### src/rtl/core/tcs_pkg.sv
// shared types and constants of the timelapse capture scheduler
package tcs_pkg;

  // field and register widths
  localparam int CFG_W  = 32;
  localparam int OUT_W  = 32;
  localparam int REQ_W  = 3;
  localparam int IDX_W  = 2;
  localparam int PROG_W = 8;

  // event codes
  localparam logic [REQ_W-1:0] REQ_TICK   = 3'd0;
  localparam logic [REQ_W-1:0] REQ_START  = 3'd1;
  localparam logic [REQ_W-1:0] REQ_STOP   = 3'd2;
  localparam logic [REQ_W-1:0] REQ_PAUSE  = 3'd3;
  localparam logic [REQ_W-1:0] REQ_RESUME = 3'd4;
  localparam logic [REQ_W-1:0] REQ_DONE   = 3'd5;

  // configuration register indexes
  localparam logic [IDX_W-1:0] CFG_INTERVAL = 2'd0;
  localparam logic [IDX_W-1:0] CFG_MAX_FRM  = 2'd1;
  localparam logic [IDX_W-1:0] CFG_DURATION = 2'd2;

  // fixed values
  localparam logic [CFG_W-1:0] MIN_INTERVAL = 32'd1000;
  localparam int               PCT_SCALE    = 100;

  // controller states
  typedef enum logic [1:0] {
    ST_IDLE,
    ST_BUSY,
    ST_EMIT
  } state_t;

  // controller to datapath commands
  typedef struct packed {
    logic accept;
    logic step;
    logic load_out;
  } ctl_cmd_t;

  // datapath to controller status
  typedef struct packed {
    logic iter_done;
  } dp_status_t;

endpackage

### src/rtl/core/tcs_ctrl.sv
// controller state machine: handshakes and sequencing of the arithmetic steps
module tcs_ctrl (
  input  logic                clk,
  input  logic                rst_n,
  input  logic                in_valid,
  output logic                in_ready,
  output logic                out_valid,
  input  logic                out_ready,
  input  tcs_pkg::dp_status_t status,
  output tcs_pkg::ctl_cmd_t   cmd
);

  tcs_pkg::state_t state_r, state_nxt;
  logic            out_valid_r, out_valid_nxt;
  logic            in_fire;
  logic            out_free;

  assign in_fire  = in_valid && in_ready;
  assign out_free = !out_valid_r || out_ready;

  // next state
  always_comb begin
    state_nxt = state_r;
    case (state_r)
      tcs_pkg::ST_IDLE: begin
        if (in_valid) state_nxt = tcs_pkg::ST_BUSY;
      end
      tcs_pkg::ST_BUSY: begin
        if (status.iter_done) state_nxt = tcs_pkg::ST_EMIT;
      end
      tcs_pkg::ST_EMIT: begin
        if (out_free) state_nxt = tcs_pkg::ST_IDLE;
      end
      default: state_nxt = tcs_pkg::ST_IDLE;
    endcase
  end

  // outputs and commands
  always_comb begin
    in_ready     = 1'b0;
    cmd.accept   = 1'b0;
    cmd.step     = 1'b0;
    cmd.load_out = 1'b0;
    case (state_r)
      tcs_pkg::ST_IDLE: begin
        in_ready   = 1'b1;
        cmd.accept = in_valid;
      end
      tcs_pkg::ST_BUSY: begin
        cmd.step = !status.iter_done;
      end
      tcs_pkg::ST_EMIT: begin
        cmd.load_out = out_free;
      end
      default: begin
        in_ready = 1'b0;
      end
    endcase
  end

  // result valid flag
  always_comb begin
    out_valid_nxt = out_valid_r;
    if (out_valid_r && out_ready) out_valid_nxt = 1'b0;
    if (cmd.load_out) out_valid_nxt = 1'b1;
  end

  always_ff @(posedge clk) begin
    if (!rst_n) begin
      state_r     <= tcs_pkg::ST_IDLE;
      out_valid_r <= 1'b0;
    end else begin
      state_r     <= state_nxt;
      out_valid_r <= out_valid_nxt;
    end
  end

  assign out_valid = out_valid_r;

  // one item at a time
  a_one_in_flight: assert property (@(posedge clk) disable iff (!rst_n)
    in_fire |=> !in_ready)
    else $error("second transfer accepted while an item is in work");

  // a finished result always reaches the output register
  a_emit_loads: assert property (@(posedge clk) disable iff (!rst_n)
    (state_r == tcs_pkg::ST_EMIT) && !out_valid_r |=> out_valid_r)
    else $error("finished result not loaded into empty output slot");

  // no result is dropped by a reload over a waiting one
  a_no_overwrite: assert property (@(posedge clk) disable iff (!rst_n)
    out_valid_r && !out_ready |=> out_valid_r)
    else $error("waiting result lost");

endmodule

### src/rtl/core/tcs_dp.sv
// datapath: session state, event update, serial multiplier and divider, result register
module tcs_dp #(
  parameter int COUNT_WIDTH = 32
) (
  input  logic                         clk,
  input  logic                         rst_n,
  input  logic                         cfg_wr_en,
  input  logic [tcs_pkg::IDX_W-1:0]    cfg_index,
  input  logic [tcs_pkg::CFG_W-1:0]    cfg_wdata,
  input  logic [tcs_pkg::REQ_W-1:0]    in_req_type,
  input  logic                         in_capture_success,
  input  tcs_pkg::ctl_cmd_t            cmd,
  output tcs_pkg::dp_status_t          status,
  output logic                         out_capture_request,
  output logic                         out_is_running,
  output logic                         out_is_paused,
  output logic [tcs_pkg::OUT_W-1:0]    out_frames_done,
  output logic [tcs_pkg::OUT_W-1:0]    out_frames_left,
  output logic [tcs_pkg::OUT_W-1:0]    out_elapsed_time,
  output logic [tcs_pkg::OUT_W-1:0]    out_wait_to_next,
  output logic [tcs_pkg::OUT_W-1:0]    out_time_left_estimate,
  output logic                         out_last_ok,
  output logic [tcs_pkg::PROG_W-1:0]   out_progress_percent
);

  localparam int CW    = COUNT_WIDTH;
  localparam int WW    = (CW > tcs_pkg::CFG_W) ? CW : tcs_pkg::CFG_W;
  localparam int ITER  = WW;
  localparam int CNT_W = $clog2(ITER + 1);
  localparam int DW    = tcs_pkg::CFG_W;

  // configuration
  logic [DW-1:0] interval_r, max_frames_r, duration_r;

  // session state
  logic [CW-1:0] now_r, now_nxt;
  logic [CW-1:0] start_r, start_nxt;
  logic [CW-1:0] last_cap_r, last_cap_nxt;
  logic          run_r, run_nxt;
  logic          pause_r, pause_nxt;
  logic          ok_r, ok_nxt;
  logic [CW-1:0] captured_r, captured_nxt;
  logic [WW-1:0] remaining_r, remaining_nxt;
  logic [CW-1:0] elapsed_r, elapsed_nxt;
  logic [CW-1:0] next_wait_r, next_wait_nxt;
  logic [CW-1:0] rem_time_r;

  // per-item work registers
  logic          req_r, req_nxt;
  logic          mul_en_r, mul_en_nxt;
  logic [CW-1:0] mcand_r, acc_r;
  logic [DW-1:0] mplier_r;
  logic [CW-1:0] dvd_r;
  logic [DW-1:0] rmd_r;
  logic [CNT_W-1:0] cnt_r;

  // event helpers
  logic [CW-1:0] now_inc, elapsed_tick, since;
  logic          dur_hit, frm_hit, due;
  logic [CW-1:0] cap100;

  // divider step
  logic [DW:0]   rmd_sh;
  logic          q_bit;

  assign now_inc      = now_r + 1'b1;
  assign elapsed_tick = now_inc - start_r;
  assign since        = now_inc - last_cap_r;
  assign dur_hit      = (duration_r != '0) && (WW'(elapsed_tick) >= WW'(duration_r));
  assign frm_hit      = (max_frames_r != '0) && (WW'(captured_r) >= WW'(max_frames_r));
  assign due          = WW'(since) >= WW'(interval_r);

  // state update for one event
  always_comb begin
    now_nxt       = now_r;
    start_nxt     = start_r;
    last_cap_nxt  = last_cap_r;
    run_nxt       = run_r;
    pause_nxt     = pause_r;
    ok_nxt        = ok_r;
    captured_nxt  = captured_r;
    remaining_nxt = remaining_r;
    elapsed_nxt   = elapsed_r;
    next_wait_nxt = next_wait_r;
    req_nxt       = 1'b0;
    mul_en_nxt    = 1'b0;
    case (in_req_type)
      tcs_pkg::REQ_TICK: begin
        now_nxt = now_inc;
        if (run_r && !pause_r) begin
          elapsed_nxt = elapsed_tick;
          if (dur_hit || frm_hit) begin
            run_nxt   = 1'b0;
            pause_nxt = 1'b0;
          end else begin
            next_wait_nxt = due ? '0 : CW'(WW'(interval_r) - WW'(since));
            mul_en_nxt    = (max_frames_r != '0);
            req_nxt       = (last_cap_r != '0) && due;
          end
        end
      end
      tcs_pkg::REQ_START: begin
        start_nxt     = now_r;
        last_cap_nxt  = '0;
        run_nxt       = 1'b1;
        pause_nxt     = 1'b0;
        captured_nxt  = '0;
        elapsed_nxt   = '0;
        ok_nxt        = 1'b1;
        remaining_nxt = (max_frames_r != '0) ? WW'(max_frames_r) : WW'({CW{1'b1}});
        req_nxt       = 1'b1;
      end
      tcs_pkg::REQ_STOP: begin
        run_nxt   = 1'b0;
        pause_nxt = 1'b0;
      end
      tcs_pkg::REQ_PAUSE: begin
        if (run_r) pause_nxt = 1'b1;
      end
      tcs_pkg::REQ_RESUME: begin
        if (run_r && pause_r) begin
          pause_nxt    = 1'b0;
          last_cap_nxt = now_r;
        end
      end
      tcs_pkg::REQ_DONE: begin
        last_cap_nxt = now_r;
        ok_nxt       = in_capture_success;
        if (in_capture_success) begin
          captured_nxt = captured_r + 1'b1;
          if ((max_frames_r != '0) && (remaining_r != '0)) begin
            remaining_nxt = WW'(CW'(remaining_r - 1'b1));
          end
        end
      end
      default: begin
        req_nxt = 1'b0;
      end
    endcase
  end

  // scaled frame count for the percent division
  assign cap100 = captured_nxt * CW'(tcs_pkg::PCT_SCALE);

  // restoring divider step
  assign rmd_sh = {rmd_r, dvd_r[CW-1]};
  assign q_bit  = rmd_sh >= {1'b0, max_frames_r};

  assign status.iter_done = (cnt_r == CNT_W'(ITER));

  // configuration registers
  always_ff @(posedge clk) begin
    if (!rst_n) begin
      interval_r   <= tcs_pkg::MIN_INTERVAL;
      max_frames_r <= '0;
      duration_r   <= '0;
    end else if (cfg_wr_en) begin
      case (cfg_index)
        tcs_pkg::CFG_INTERVAL: begin
          interval_r <= (cfg_wdata < tcs_pkg::MIN_INTERVAL) ? tcs_pkg::MIN_INTERVAL : cfg_wdata;
        end
        tcs_pkg::CFG_MAX_FRM:  max_frames_r <= cfg_wdata;
        tcs_pkg::CFG_DURATION: duration_r   <= cfg_wdata;
        default: begin
          duration_r <= duration_r;
        end
      endcase
    end
  end

  // session state and sequencing counter
  always_ff @(posedge clk) begin
    if (!rst_n) begin
      now_r       <= '0;
      start_r     <= '0;
      last_cap_r  <= '0;
      run_r       <= 1'b0;
      pause_r     <= 1'b0;
      ok_r        <= 1'b0;
      captured_r  <= '0;
      remaining_r <= '0;
      elapsed_r   <= '0;
      next_wait_r <= '0;
      rem_time_r  <= '0;
      req_r       <= 1'b0;
      mul_en_r    <= 1'b0;
      cnt_r       <= CNT_W'(ITER);
    end else begin
      if (cmd.accept) begin
        now_r       <= now_nxt;
        start_r     <= start_nxt;
        last_cap_r  <= last_cap_nxt;
        run_r       <= run_nxt;
        pause_r     <= pause_nxt;
        ok_r        <= ok_nxt;
        captured_r  <= captured_nxt;
        remaining_r <= remaining_nxt;
        elapsed_r   <= elapsed_nxt;
        next_wait_r <= next_wait_nxt;
        req_r       <= req_nxt;
        mul_en_r    <= mul_en_nxt;
        cnt_r       <= '0;
      end else if (cmd.step) begin
        cnt_r <= cnt_r + 1'b1;
      end
      if (cmd.load_out && mul_en_r) rem_time_r <= acc_r;
    end
  end

  // shift-add multiplier and divider operands
  always_ff @(posedge clk) begin
    if (cmd.accept) begin
      mcand_r  <= CW'(WW'(max_frames_r) - WW'(captured_r));
      mplier_r <= interval_r;
      acc_r    <= '0;
      dvd_r    <= cap100;
      rmd_r    <= '0;
    end else if (cmd.step) begin
      if (mplier_r[0]) acc_r <= acc_r + mcand_r;
      mcand_r  <= mcand_r << 1;
      mplier_r <= mplier_r >> 1;
      if (cnt_r < CNT_W'(CW)) begin
        rmd_r <= q_bit ? DW'(rmd_sh - {1'b0, max_frames_r}) : rmd_sh[DW-1:0];
        dvd_r <= {dvd_r[CW-2:0], q_bit};
      end
    end
  end

  // result register
  always_ff @(posedge clk) begin
    if (cmd.load_out) begin
      out_capture_request    <= req_r;
      out_is_running         <= run_r;
      out_is_paused          <= pause_r;
      out_frames_done        <= tcs_pkg::OUT_W'(captured_r);
      out_frames_left        <= tcs_pkg::OUT_W'(remaining_r);
      out_elapsed_time       <= tcs_pkg::OUT_W'(elapsed_r);
      out_wait_to_next       <= tcs_pkg::OUT_W'(next_wait_r);
      out_time_left_estimate <= tcs_pkg::OUT_W'(mul_en_r ? acc_r : rem_time_r);
      out_last_ok            <= ok_r;
      out_progress_percent   <= (max_frames_r != '0) ? dvd_r[tcs_pkg::PROG_W-1:0] : '0;
    end
  end

endmodule

### src/rtl/core/timelapse_capture_scheduler_unit.sv
// Timelapse capture scheduler: one status result per event.
// Counters are COUNT_WIDTH bits wide and wrap. An accepted event updates the session
// state; the multiplier and divider then run one bit per cycle, and the result is
// loaded into the output register once it is free. The next event is taken only after
// that load, and is taken while the result still waits in the output register.
// Reset (synchronous, rst_n low) clears all session state; interval 1000, limits 0.
module timelapse_capture_scheduler_unit #(
  parameter int COUNT_WIDTH = 32
) (
  input  logic                         clk,
  input  logic                         rst_n,
  input  logic                         cfg_wr_en,
  input  logic [tcs_pkg::IDX_W-1:0]    cfg_index,
  input  logic [tcs_pkg::CFG_W-1:0]    cfg_wdata,
  input  logic                         in_valid,
  output logic                         in_ready,
  input  logic [tcs_pkg::REQ_W-1:0]    in_req_type,
  input  logic                         in_capture_success,
  output logic                         out_valid,
  input  logic                         out_ready,
  output logic                         out_capture_request,
  output logic                         out_is_running,
  output logic                         out_is_paused,
  output logic [tcs_pkg::OUT_W-1:0]    out_frames_done,
  output logic [tcs_pkg::OUT_W-1:0]    out_frames_left,
  output logic [tcs_pkg::OUT_W-1:0]    out_elapsed_time,
  output logic [tcs_pkg::OUT_W-1:0]    out_wait_to_next,
  output logic [tcs_pkg::OUT_W-1:0]    out_time_left_estimate,
  output logic                         out_last_ok,
  output logic [tcs_pkg::PROG_W-1:0]   out_progress_percent
);

  tcs_pkg::ctl_cmd_t   cmd;
  tcs_pkg::dp_status_t status;

  // sequencing and handshakes
  tcs_ctrl u_ctrl (
    .clk       (clk),
    .rst_n     (rst_n),
    .in_valid  (in_valid),
    .in_ready  (in_ready),
    .out_valid (out_valid),
    .out_ready (out_ready),
    .status    (status),
    .cmd       (cmd)
  );

  // state, arithmetic and result register
  tcs_dp #(
    .COUNT_WIDTH (COUNT_WIDTH)
  ) u_dp (
    .clk                    (clk),
    .rst_n                  (rst_n),
    .cfg_wr_en              (cfg_wr_en),
    .cfg_index              (cfg_index),
    .cfg_wdata              (cfg_wdata),
    .in_req_type            (in_req_type),
    .in_capture_success     (in_capture_success),
    .cmd                    (cmd),
    .status                 (status),
    .out_capture_request    (out_capture_request),
    .out_is_running         (out_is_running),
    .out_is_paused          (out_is_paused),
    .out_frames_done        (out_frames_done),
    .out_frames_left        (out_frames_left),
    .out_elapsed_time       (out_elapsed_time),
    .out_wait_to_next       (out_wait_to_next),
    .out_time_left_estimate (out_time_left_estimate),
    .out_last_ok            (out_last_ok),
    .out_progress_percent   (out_progress_percent)
  );

  // a capture is only ever requested inside a running session
  a_req_running: assert property (@(posedge clk) disable iff (!rst_n)
    out_valid && out_capture_request |-> out_is_running)
    else $error("capture request outside a running session");

  // pause only exists within a session
  a_pause_running: assert property (@(posedge clk) disable iff (!rst_n)
    out_valid && out_is_paused |-> out_is_running)
    else $error("paused flag without running session");

  // a waiting result holds its payload
  a_out_stable: assert property (@(posedge clk) disable iff (!rst_n)
    out_valid && !out_ready |=> out_valid && $stable(out_frames_done) &&
      $stable(out_capture_request))
    else $error("waiting result changed before its transfer");

endmodule
### config.mk
export PLATFORM = sky130hd
export DESIGN_NAME = timelapse_capture_scheduler_unit
export DESIGN_NICKNAME = d
export VERILOG_FILES = /design/src/rtl/core/tcs_pkg.sv /design/src/rtl/core/tcs_ctrl.sv /design/src/rtl/core/tcs_dp.sv /design/src/rtl/core/timelapse_capture_scheduler_unit.sv
export SDC_FILE = /design/constraint.sdc
export NUM_CORES = 2
export LEC_CHECK = 0
export BUFFER_PORTS_ARGS = -buffer_cell sky130_fd_sc_hd__clkbuf_2
export CORE_ASPECT_RATIO = 1.5
export CORE_MARGIN = 5
export CORE_UTILIZATION = 26
export DETAILED_ROUTE_END_ITERATION = 7
export SETUP_SLACK_MARGIN = 0.3
export SYNTH_ARGS = -nofsm -noshare
export SYNTH_HDL_FRONTEND = slang
export SYNTH_HIERARCHICAL = 1
export SYNTH_SLANG_ARGS = --single-unit
### constraint.sdc
create_clock -name clk -period 13.9 [get_ports clk]
set_input_delay 2.085 -clock clk [delete_from_list [all_inputs] [get_ports clk]]
set_output_delay 2.085 -clock clk [all_outputs]
set_load 0.005 [all_outputs]
# == After elaboration in Yosys (flattened, before gate mapping) ==
# Cells that the tools add are included.
# totals
ff_bits,698
out_inout_bits,174
# op_classes
add_sub_neg,10
n_mul,1
magnitude_cmp,6
n_eq_ne,19
n_mux,46
bitwise_logic,2
n_reduce_logical,46
# op_table
cell,n
two-way mux 32 bit,17
case mux 32 bit (2 select lines),3
subtractor 32 bit,5
nonzero test 32 bit,4
>= comparator 32 bit,3
case mux 32 bit (3 select lines),1
"adder 32 x 1 -> 32 bit, second input constant",2
>= comparator 33 x 32 -> 1 bit,1
adder 32 bit,1
"less-than comparator 32 x 10 -> 1 bit, second input constant",1
"multiplier 32 x 5 -> 30 bit, second input constant",1
"subtractor 32 x 1 -> 32 bit, second input constant",1
AND reduction 2 bit,9
two-way mux 1 bit,15
"inequality test 2 x 1 -> 1 bit, second input constant",7
two-way mux 6 bit,2
AND reduction 4 bit,3
nonzero test 2 bit,5
AND reduction 3 bit,3
logical AND 1 bit,8
"adder 6 x 1 -> 6 bit, second input constant",1
"== test 3 x 2 -> 1 bit, second input constant",2
"== test 3 bit, second input constant",2
"== test 6 bit, second input constant",1
19 further kinds,32

# == Logic depth before layout (Yosys ltp) ==
# depth
ltp_word,8
depth_mapped,30
ltp_nobuf,27

# == Modules after synthesis ==
# The synthesis kept the hierarchy.
# by_module_without_submodules
module,n_inst,cells_per_inst,area_each_um2,seq_area_each_um2
tcs_dp,1,4402,39819.4,16575.9
tcs_ctrl,1,18,157.7,60.1

# == Worst setup path before layout ==
# No wires, ideal clock.
# synth_timing
path_type,input-to-reg
from,input port in_req_type[0] (netlist bit)
to,"register u_dp.dvd_r[30], data pin"
setup_time_ps,273
arrival_ps,6887
required_time_ps,13627
setup_slack_ps,6740
stages,20
cell_sequence,clkbuf_1 > nor2b_1 > and2_1 > clkbuf_1 > buf_1 > nor2_1 > ha_1 > ha_1 > fa_1 > ha_1 > a21o_1 > a21oi_1 > nor2b_1 > o22ai_1 > o2111ai_1 > and3_1 > or4_1 > a31o_2 > nand3_1 > o311ai_1
# synth_between
elab_chain_cells,4
elab_cells_between_ends,5
classes_between,mul: 1; eq/ne: 2; mux: 2
# synth_lines
element,line_no,rtl
start: declaration,timelapse_capture_scheduler_unit.sv:17,"input logic [tcs_pkg::REQ_W-1:0] in_req_type,"
== test 3 bit or == test 3 x 1 -> 1 bit (tied branches),tcs_dp.sv:87,case (in_req_type)
case mux 32 bit (2 select lines) (*),tcs_dp.sv:87,
via u_dp.captured_nxt[3],tcs_dp.sv:42,"logic [CW-1:0] captured_r, captured_nxt;"
multiplier 32 x 5 -> 30 bit (*),tcs_dp.sv:143,assign cap100 = captured_nxt * CW'(tcs_pkg::PCT_SCALE);
two-way mux 32 bit (*),tcs_dp.sv:212,if (cmd.accept) begin
end signal: assignment,tcs_dp.sv:216,dvd_r <= cap100;
end signal: assignment,tcs_dp.sv:224,"dvd_r <= {dvd_r[CW-2:0], q_bit};"
end: declaration,tcs_dp.sv:53,logic [CW-1:0] dvd_r;
# The timed path passes the listed nets; every way through them passes the cells marked *.
# A chain may end at the register's enable or synchronous reset.

# == Final worst setup path ==
# layout_timing
from,register u_dp.now_r[0]
to,register u_dp.next_wait_r[4]
# layout_between
elab_chain_cells,7
elab_cells_between_ends,11
classes_between,add/sub: 4; order compare: 2; mux: 1; bitwise: 1; reduce/logical: 3
# layout_lines
element,line_no,rtl
start: declaration,tcs_dp.sv:36,"logic [CW-1:0] now_r, now_nxt;"
start signal: assignment,tcs_dp.sv:190,now_r <= now_nxt;
adder 32 x 1 -> 32 bit (*),tcs_dp.sv:66,assign now_inc = now_r + 1'b1;
via u_dp.now_inc[15],tcs_dp.sv:58,"logic [CW-1:0] now_inc, elapsed_tick, since;"
subtractor 32 bit,tcs_dp.sv:67,assign elapsed_tick = now_inc - start_r;
>= comparator 32 bit,tcs_dp.sv:69,assign dur_hit = (duration_r != '0) && (WW'(elapsed_tick) >= WW'(duration_r));
logical AND 1 bit,tcs_dp.sv:69,
logical OR 1 bit,tcs_dp.sv:92,if (dur_hit || frm_hit) begin
NOT 1 bit (no line),n/a,
AND reduction 4 bit (no line),n/a,
end signal: assignment,tcs_dp.sv:199,next_wait_r <= next_wait_nxt;
end: declaration,tcs_dp.sv:45,"logic [CW-1:0] next_wait_r, next_wait_nxt;"
# Marks and branches as above.

==> impl_metrics.yaml <==
grt:
  grt_pass1_wl_mm: 202.8
  grt-ovfl-total: 0
  grt_pass1_vias: 32730
  grt_usage: 0.1624
  grt_antenna_before_repair: 11
  grt_max_degree: 84
worst_setup_path:
  worst_setup_path_start_kind: "flop"
  required_ns: 14.51
  end_kind: "flop"
  arrival_ns: 8.29
  worst-setup-path-type: "flop to flop"
  crit_fanout: 32
floorplan:
  die_h_um: 490.2
  num_rows: 176
  design.core.area_sq_mm: 0.1530
  die_x_um: 330.2
  die_area_sq_mm: 0.1619
  ioPinCount: 217
  start_util: 0.2612
route:
  viasPerCell: 5.048
  wirelength_mm: 136.6
  ant_nets: 0
  drt_iter0_drc: 2578
  drc: 0
  post_drt_wl_per_cell_um: 20.46
  dr_total_vias: 33690
  dr.pass1.iters: 6
clock_network:
  clock_latency_ns: 0.69
  cts_tree: "built"
  ctsResizeCount: 0
  cts_root_buf: "clkbuf_16"
  cts_setup_buffers: 0
  ctsHoldBuffers: 0
  cts_made_buffers: 78
  clock_sinks: 698
  htreeDepth: 3
  cts.clk_slew.worst_paths_ns: 0.06
  clk_path_buf_depth: 3
placement:
  gp_congestion: 0.9354
  post-dp-hpwl_mm: 104.0
  place_ws_ns: 6.087
  portBuffers: 216
final_layout:
  drive_gt1_frac: 0.1145
  final_nets: 4935
  mostFrequentLayoutCell: "nand2_1"
  area_growth_pct: 14.79
  layout_common_cells: "nand2_1 (598), dfxtp_1 (432), a21oi_1 (427)"
yosys:
  synth_compound_area_frac: 0.1779
  synthArstFlopShare: 0
  yosysWarnings: 6
  synth_xor_xnor_area_share: 0.05543
  netlist_area_sq_mm: 0.03998
  synth.ff_latch_count: 698
  ys_seq_area_frac: 0.4161
  synth_top_family_by_area: "compound AO/OA/AOI/OAI gates"
  synthCells: 4420
  synth_area_per_cell_sq_um: 9.045
  synth-main-ff-cell: "dfxtp_1"
  synth-adder-area-share: 0.1099
  muxShareOfSynthArea: 0.03105
  synth-edff-count: 266
  synth_nets: 4796
  ys_types: 89
  synth-simple-area-share: 0.1627
sta:
  worst_slack_ns: 6.212
  finalSetupTns_ns: 0
  worst_pin_slew_ns: 1.290
  hold_violations: 0
  max_freq_mhz: 130.1
  min_period_ns: 7.688
  rsz0062_at_grt: "false"
  final.setup_skew_ns: 0.02939
  slew_violations: 0
  slew_headroom: 0.1398
  finalCritPeriodShare: 0.5531
  setup_violations: 0
pwr:
  powerDensity_mw_per_mm2: 114.2
  p_leak_nw: 18.17
  ir_drop_mv: 0.09922
  p_total_mw: 5.240
status:
  status: "completed"
flow_run:
  max-cap-violations: 0
min_path:
  worstHoldPathType: "flop to flop"
[registers in the layout, indices dropped and copies added, names as in the netlist, 30 cells and up, named ones only]
signal                       cells
u_dp/next_wait_r                32
u_dp/start_r                    32
u_dp/rem_time_r                 32
u_dp/last_cap_r                 32
u_dp/now_r                      32
u_dp/elapsed_r                  32
u_dp/interval_r                 32
u_dp/mplier_r                   32
u_dp/out_time_left_estimate     32
u_dp/remaining_r                32
u_dp/out_frames_done            32
u_dp/rmd_r                      32
u_dp/dvd_r                      32
u_dp/out_wait_to_next           32
u_dp/acc_r                      32
u_dp/duration_r                 32
u_dp/mcand_r                    32
u_dp/out_frames_left            32
u_dp/out_elapsed_time           32
u_dp/max_frames_r               32
u_dp/captured_r                 30
[Yosys cell counts, types with 38 or more instances]
cell | instances | area share
nor2b_1 | 38 | 0.0059
nor3_1 | 66 | 0.0083
a21oi_1 | 429 | 0.054
or3_1 | 40 | 0.0063
nand4_1 | 52 | 0.0081
xor2_1 | 113 | 0.025
xnor2_1 | 140 | 0.031
a211oi_1 | 49 | 0.0092
edfxtp_1 | 266 | 0.20
ha_1 | 303 | 0.095
dfxtp_1 | 432 | 0.22
clkbuf_1 | 165 | 0.015
nand2_1 | 599 | 0.056
a21o_1 | 108 | 0.020
o21ai_0 | 188 | 0.024
a22oi_1 | 59 | 0.011
inv_1 | 279 | 0.026
nor4_1 | 41 | 0.0064
nand3_1 | 91 | 0.011
mux2_2 | 88 | 0.025
nor2_1 | 321 | 0.030
[critical path: stages (launching register included)]
cell      delay [ns]
dfxtp_1         0.52
nand3_1         0.15
or3_1           0.52
nor4_2          0.73
nand3_1         0.18
xnor2_1         0.39
ha_1            0.38
a21o_1          0.20
a21o_1          0.17
a21oi_1         0.26
nand2b_1        0.10
o32a_1          0.39
a21boi_0        0.29
o21ai_0         0.16
xor2_1          0.24
ha_1            0.29
a21o_1          0.16
a21o_1          0.18
a21oi_1         0.15
o21ai_0         0.10
o21ai_0         0.17
o211ai_1        0.18
a22oi_1         0.73
buf_6           0.24
and3_1          0.16
buf_4           0.33
a32o_1          0.22
[cell type report]
| cell class | count | area (sq um) |
|---|---|---|
| diodes | 4 | 10.01 |
| clock buffers | 88 | 2051 |
| clock inverters | 55 | 601.8 |
| fillers | 16010 | 107200 |
| inverters | 280 | 1059 |
| multi-input cells | 3239 | 21540 |
| flip-flops and latches | 698 | 16640 |
| well taps | 2047 | 2561 |
| repair buffers | 262 | 1430 |
[cells by family (layout without fill, tap and decap cells)]
logic type	after synthesis	after routing
buffers and inverters	483	685
DFF	698	698
and+or+nand+nor	1415	1415
AOI/OAI and AO/OA	1125	1125
muxes	113	113
other	0	4
adders and majority gates	333	333
xor gates and xnor gates	253	253
[worst paths after layout]
path         slack [ns]            startpoint  cells after the start                         to
min                0.44  u_dp/next_wait_r[17]                      0  u_dp/out_wait_to_next[17]
max reg2reg        6.21         u_dp/now_r[0]                     26        u_dp/next_wait_r[4]
min reg2reg        0.44  u_dp/next_wait_r[17]                      0  u_dp/out_wait_to_next[17]
max                6.21         u_dp/now_r[0]                     26        u_dp/next_wait_r[4]
[power breakdown]
| part | switching [mW] | leakage [nW] | internal, mW |
|---|---|---|---|
| Sequential | 0.0617 | 6.11 | 2.20 |
| Combinational | 0.502 | 10.8 | 0.288 |
| Clock | 0.928 | 1.28 | 1.26 |
[routing by layer]
metal / wire length [um] / track usage
met5: 30 / 0
met4: 6225 / 0.07149
met3: 7747 / 0.02605
met2: 66450 / 0.2803
met1: 56110 / 0.1990
[metrics by stage]
stage	hold WS [ns]	instances	area, sq um	util
floorplan	0.4079	4420	39980	-
global placement	0.4127	6525	43210	0.2824
detailed placement	0.4148	6526	43230	0.2824
CTS	0.4304	6669	45880	0.2998
global route	0.4416	6670	45880	0.2998
finish	0.4356	6673	45890	0.2998
No activity file was read; power rests on OpenSTA's default activity.
